File: src/sv/cbpe_pkg.sv
package cbpe_pkg;

    // Register file geometry.
    localparam int NUM_REGS = 8;
    localparam int REG_W    = 12;
    localparam int IDX_W    = 3;

    // Internal parameter format: unsigned Q0.16 with 1.0 representable.
    localparam int TQ_FRAC = 16;
    localparam int TQ_W    = TQ_FRAC + 1;

    // Power-basis coefficient width (covers 3*(p0 - 2*p1 + p2) and p3 - 3*p2 + 3*p1 - p0).
    localparam int CF_W = 17;

    // Horner partial results: h1 in Q.16, h2 in Q.32, final sum in Q.48.
    localparam int H1_W    = 33;
    localparam int H2_W    = 49;
    localparam int LO_W    = 24;
    localparam int HI_W    = H2_W - LO_W;
    localparam int SUM_FRAC = 3 * TQ_FRAC;
    localparam int SUM_W   = 64;

    // Output coordinate format.
    localparam int OUT_W = 16;

    // Register indexes of the configuration port.
    typedef enum logic [IDX_W-1:0] {
        REG_P0_X,
        REG_P0_Y,
        REG_P1_X,
        REG_P1_Y,
        REG_P2_X,
        REG_P2_Y,
        REG_P3_X,
        REG_P3_Y
    } t_reg_idx;

    typedef logic signed [REG_W-1:0] t_reg;
    typedef logic signed [CF_W-1:0]  t_cf;
    typedef logic [TQ_W-1:0]         t_tq;
    typedef logic signed [OUT_W-1:0] t_point;

    // Coefficients of the curve in power form: c0 + c1*s + c2*s^2 + c3*s^3.
    typedef struct packed {
        t_cf c0;
        t_cf c1;
        t_cf c2;
        t_cf c3;
    } t_coef;

    // Values the control points take after reset, in register index order.
    localparam t_reg CFG_RESET [NUM_REGS] = '{
        12'sd150, 12'sd100, 12'sd200, 12'sd200,
        12'sd300, 12'sd300, 12'sd350, 12'sd400
    };

    // Convert four control points of one axis into power-basis coefficients.
    function automatic t_coef coef(input t_reg p0, input t_reg p1,
                                   input t_reg p2, input t_reg p3);
        t_cf   a0;
        t_cf   a1;
        t_cf   a2;
        t_cf   a3;
        t_coef c;
        a0 = CF_W'(p0);
        a1 = CF_W'(p1);
        a2 = CF_W'(p2);
        a3 = CF_W'(p3);
        c.c0 = a0;
        c.c1 = CF_W'(3 * (a1 - a0));
        c.c2 = CF_W'(3 * (a0 - (a1 <<< 1) + a2));
        c.c3 = CF_W'(a3 - a0 + 3 * (a1 - a2));
        return c;
    endfunction

endpackage

File: src/sv/cbpe_axis.sv
module cbpe_axis #(
    parameter int OUT_FRAC_BITS = 4
) (
    input  logic            i_clk,
    input  logic            i_en,
    input  cbpe_pkg::t_tq   i_tq,
    input  cbpe_pkg::t_coef i_coef,
    output cbpe_pkg::t_point o_point
);
    import cbpe_pkg::*;

    localparam int SH    = SUM_FRAC - OUT_FRAC_BITS;
    // Wide enough for the rounded sum and for both saturation limits.
    localparam int Q_W   = (REG_W + OUT_FRAC_BITS + 2 > OUT_W + 1) ?
                           REG_W + OUT_FRAC_BITS + 2 : OUT_W + 1;
    localparam logic signed [SUM_W-1:0] RND = SUM_W'(64'sd1) <<< (SH - 1);
    localparam logic signed [Q_W-1:0] Q_MAX = Q_W'(32767);
    localparam logic signed [Q_W-1:0] Q_MIN = -Q_W'(32768);

    // Stage 2: h1 = c3*t + c2 (Q.16).
    logic signed [H1_W+1:0]  m1;
    logic signed [H1_W-1:0]  r_h1;
    t_tq                     r_tq2;

    assign m1 = i_coef.c3 * $signed({1'b0, i_tq});

    always_ff @(posedge i_clk) begin
        if (i_en) begin
            r_h1  <= H1_W'(m1) + (H1_W'(i_coef.c2) <<< TQ_FRAC);
            r_tq2 <= i_tq;
        end
    end

    // Stage 3: h2 = h1*t + c1 (Q.32).
    logic signed [H1_W+TQ_W:0] m2;
    logic signed [H2_W-1:0]    r_h2;
    t_tq                       r_tq3;

    assign m2 = r_h1 * $signed({1'b0, r_tq2});

    always_ff @(posedge i_clk) begin
        if (i_en) begin
            r_h2  <= H2_W'(m2) + (H2_W'(i_coef.c1) <<< (2 * TQ_FRAC));
            r_tq3 <= r_tq2;
        end
    end

    // Stage 4: h2*t split into two narrow partial products.
    logic [LO_W-1:0]               h2_lo;
    logic signed [HI_W-1:0]        h2_hi;
    logic [LO_W+TQ_W-1:0]          r_mlo;
    logic signed [HI_W+TQ_W:0]     r_mhi;

    assign h2_lo = r_h2[LO_W-1:0];
    assign h2_hi = r_h2[H2_W-1:LO_W];

    always_ff @(posedge i_clk) begin
        if (i_en) begin
            r_mlo <= h2_lo * r_tq3;
            r_mhi <= h2_hi * $signed({1'b0, r_tq3});
        end
    end

    // Stage 5: add c0 (Q.48), round half up and drop fraction bits.
    logic signed [SUM_W-1:0] sum;
    logic signed [SUM_W-1:0] sum_sh;
    logic signed [Q_W-1:0]   r_q;

    assign sum = (SUM_W'(r_mhi) <<< LO_W) + $signed(SUM_W'(r_mlo))
               + (SUM_W'(i_coef.c0) <<< SUM_FRAC) + RND;
    assign sum_sh = sum >>> SH;

    always_ff @(posedge i_clk) begin
        if (i_en) begin
            r_q <= sum_sh[Q_W-1:0];
        end
    end

    // Stage 6: saturate to the output range.
    t_point r_point;

    always_ff @(posedge i_clk) begin
        if (i_en) begin
            if (r_q > Q_MAX) begin
                r_point <= t_point'(Q_MAX);
            end else if (r_q < Q_MIN) begin
                r_point <= t_point'(Q_MIN);
            end else begin
                r_point <= r_q[OUT_W-1:0];
            end
        end
    end

    assign o_point = r_point;

endmodule

File: config.mk
export PLATFORM = sky130hd
export DESIGN_NAME = cbpe_axis
export DESIGN_NICKNAME = d
export VERILOG_FILES = /design/src/sv/cbpe_pkg.sv /design/src/sv/cbpe_axis.sv
export SDC_FILE = /design/constraint.sdc
export NUM_CORES = 2
export LEC_CHECK = 0
export ABC_AREA = 1
export BUFFER_PORTS_ARGS = -buffer_cell sky130_fd_sc_hd__buf_4
export CAP_MARGIN = 20
export CORE_UTILIZATION = 40
export DETAILED_ROUTE_END_ITERATION = 7
export PLACE_DENSITY_LB_ADDON = 0.08
export SLEW_MARGIN = 40
export SYNTH_ARGS = -nofsm -noshare
export SYNTH_HDL_FRONTEND = slang
export SYNTH_SLANG_ARGS = --single-unit
File: constraint.sdc
create_clock -name i_clk -period 8.54 [get_ports i_clk]
set_input_delay 0.427 -clock i_clk [delete_from_list [all_inputs] [get_ports i_clk]]
set_output_delay 0.427 -clock i_clk [all_outputs]
set_load 0.02 [all_outputs]
==> flow_summary.json <==
{
  "drv_slew": 0,
  "htreeDepth": 1,
  "start_util_pct": 40.5,
  "rows": 151,
  "cts_buffers": 27,
  "clock_latency_ns": 0.61,
  "cap_violations": 0,
  "holdPathStages": 1,
  "crit_fanout": 17,
  "clock_sinks": 205,
  "avgViaCountPerCell": 4.82,
  "final_cell_mix": "inv_1, nand2_1, fa_1",
  "reg2reg_from": "r_h1[32]$_DFFE_PP_",
  "cts_setup_buffers": 0,
  "cp-end-kind": "flop",
  "hold_path_class": "in2reg",
  "antenna_found_initial": 3,
  "ys_seq_area_share_pct": 8.93,
  "cts_tree": "yes",
  "cts_root_buf": "clkbuf_16",
  "core_sq_mm": 0.170,
  "async_flop_share_pct": 0,
  "vias": 53000,
  "required_ns": 8.86,
  "dr.pass1.iters": 6,
  "nFillCells": 17500,
  "status": "completed",
  "grt_usage_pct": 24.8,
  "ff_latch_area_sq_mm": 0.00616,
  "fin_ws_ns": 1.63,
  "hpwl_um": 174000,
  "setup_viol": 0,
  "top_usage_layer": "met2",
  "hold_viol": 0,
  "layout_min_cycle_time_ns": 6.91,
  "layout-drive-gt1-share_pct": 3.84,
  "placed_area_sq_mm": 0.0723,
  "path_clk_slew_ns": 0.06,
  "avgSynthCellArea_sq_um": 7.83,
  "routabilityCongestion": 0.926,
  "gr-usage-met3_pct": 2.39,
  "max-clock-path-buffers": 3,
  "postRouteAntennaNets": 0,
  "finClkSkew_ns": 0.0236,
  "fin_nets": 10800,
  "rsz0062_at_grt": "false",
  "grt_pass1_wl_um": 332000,
  "rr_worst_depth": 18,
  "post_cts_resized": 0,
  "timing.slew.headroom_pct": 38.6,
  "final.setup.tns_ns": 0,
  "grt.met2_usage_pct": 43.6,
  "use_met1_pct": 32.9,
  "hp-start": "i_en",
  "chipHeight_um": 417,
  "ff2ff_setup_slack_ns": 1.63,
  "ys_ff_latch": 205,
  "area_delta_synth_final_pct": 6.58,
  "finalCritPeriodShare_pct": 80.9,
  "worstMarginPinSlew_ns": 0.921,
  "post_drt_wl_per_cell_um": 19.0,
  "max_freq_mhz": 145,
  "pre_cts_ws_ns": 1.65,
  "crit_type": "reg2reg",
  "min_to": "r_mhi[13]$_DFFE_PP_",
  "die-width_um": 417,
  "synthesis.area_sq_mm": 0.0689,
  "die-area_sq_mm": 0.174,
  "ys.warnings.count": 0,
  "portBuffers": 99,
  "cts_hold_buf": 0,
  "multi_input_area_sq_mm": 0.0510,
  "stdcell_area_sq_mm": 0.0734,
  "drc": 0,
  "initialDrtViolationCount": 2978,
  "grt_pass1_vias": 57200,
  "syn_nets": 10900,
  "grt-ovfl-total": 0,
  "synth-edff-count": 205,
  "cp-start-kind": "flop",
  "post_synth_num_cell_types": 48,
  "synth-main-ff-cell": "edfxtp_1",
  "io_pins": 103,
  "r2r-end": "r_h2[42]$_DFFE_PP_",
  "cp.arrival_ns": 7.23,
  "final_common_cell": "inv_1",
  "syn-instance-count": 8800,
  "routed_wl_um": 209000,
  "grt_max_degree": 118
}
how the worst max path moves through the flow:
| stage | start | to |
|---|---|---|
| floorplan | r_h1[32]$_DFFE_PP_ | r_h2[46]$_DFFE_PP_ |
| CTS | r_h1[32]$_DFFE_PP_ | r_h2[42]$_DFFE_PP_ |
| global placement | r_tq3[5]$_DFFE_PP_ | r_mlo[38]$_DFFE_PP_ |
| global route | r_h1[32]$_DFFE_PP_ | r_h2[42]$_DFFE_PP_ |
| finish | r_h1[32]$_DFFE_PP_ | r_h2[42]$_DFFE_PP_ |
| detailed placement | r_h1[32]$_DFFE_PP_ | r_h2[42]$_DFFE_PP_ |
worst max-delay path: stages, from the launching register on:
cell	delay (ns)
edfxtp_1	0.76
nand2_1	0.27
fa_1	0.79
inv_1	0.10
fa_1	0.85
fa_1	0.54
fa_1	0.50
fa_1	0.50
inv_1	0.05
fa_1	0.48
inv_1	0.04
ha_1	0.44
nand2_1	0.15
nor2_1	0.15
inv_1	0.11
nor3_1	0.41
nand3_1	0.21
nand4_1	0.14
nand2_1	0.12
final cells by class:
class                           count  share of cell area [%]
Timing Repair Buffer              237                    2.91
Inverter                         2746                    14.0
Sequential cell                   205                    8.38
Multi-Input combinational cell   5464                    69.4
Antenna cell                        3                  0.0102
Clock inverter                     21                   0.382
Clock buffer                       28                   0.925
Tap cell                         2295                    3.91
flip-flops by register name, indices dropped and copies added (netlist names):
| signal | count |
|---|---|
| r_h1 | 33 |
| r_q | 18 |
| r_mhi | 38 |
| r_tq2 | 17 |
| o_point | 16 |
| r_h2 | 49 |
| r_tq3 | 17 |
| r_mlo | 17 |
cell usage after synthesis, drive strengths merged, types with 4 or more instances:
cell	count	share of area (%)
a21boi	10	0.11
edfxtp	205	8.9
nand4	50	0.45
inv	2746	15
ha	508	9.2
or2	15	0.14
buf	24	0.14
a31oi	14	0.13
fa	1484	43
o21bai	28	0.31
nor3	29	0.23
a21o	19	0.21
o21a	13	0.14
xnor2	39	0.50
nand2	2332	13
a21oi	224	1.6
o211ai	4	0.058
nor4	6	0.064
o21ai	127	0.96
nand3b	9	0.098
nor2	331	1.8
xor2	71	0.90
clkbuf	361	2.0
nand3	139	1.0
metal layers:
layer / up-vias / wire length (um)
met3: 222 / 9160
met2: 1200 / 104000
li1: 24600 / -
met4: 0 / 5680
met1: 27000 / 90500
met5: - / 0
per-stage QoR:
stage / util, % / cells / hold slack, ns
5_1_grt: 43.1 / 11000 / 0.171
3_3_place_gp: 42.1 / 10900 / 0.450
6_report: 43.1 / 11000 / 0.194
2_1_floorplan: - / 8800 / 0.424
4_1_cts: 43.0 / 11000 / 0.181
3_5_place_dp: 42.5 / 10900 / 0.456
kinds of logic after synthesis:
| family | count (synthesis) | synth area share (%) |
|---|---|---|
| buffers and inverters | 3131 | 17.1 |
| AND/OR/NAND/NOR | 2917 | 16.6 |
| adder cells (fa/ha/maj) | 1992 | 52.3 |
| AO/OA/AOI/OAI | 445 | 3.62 |
| flip-flops | 205 | 8.93 |
| XOR/XNOR | 110 | 1.40 |
Power is not shown: default switching activity piles up to over one toggle a cycle in this logic, so the estimate is an artifact.
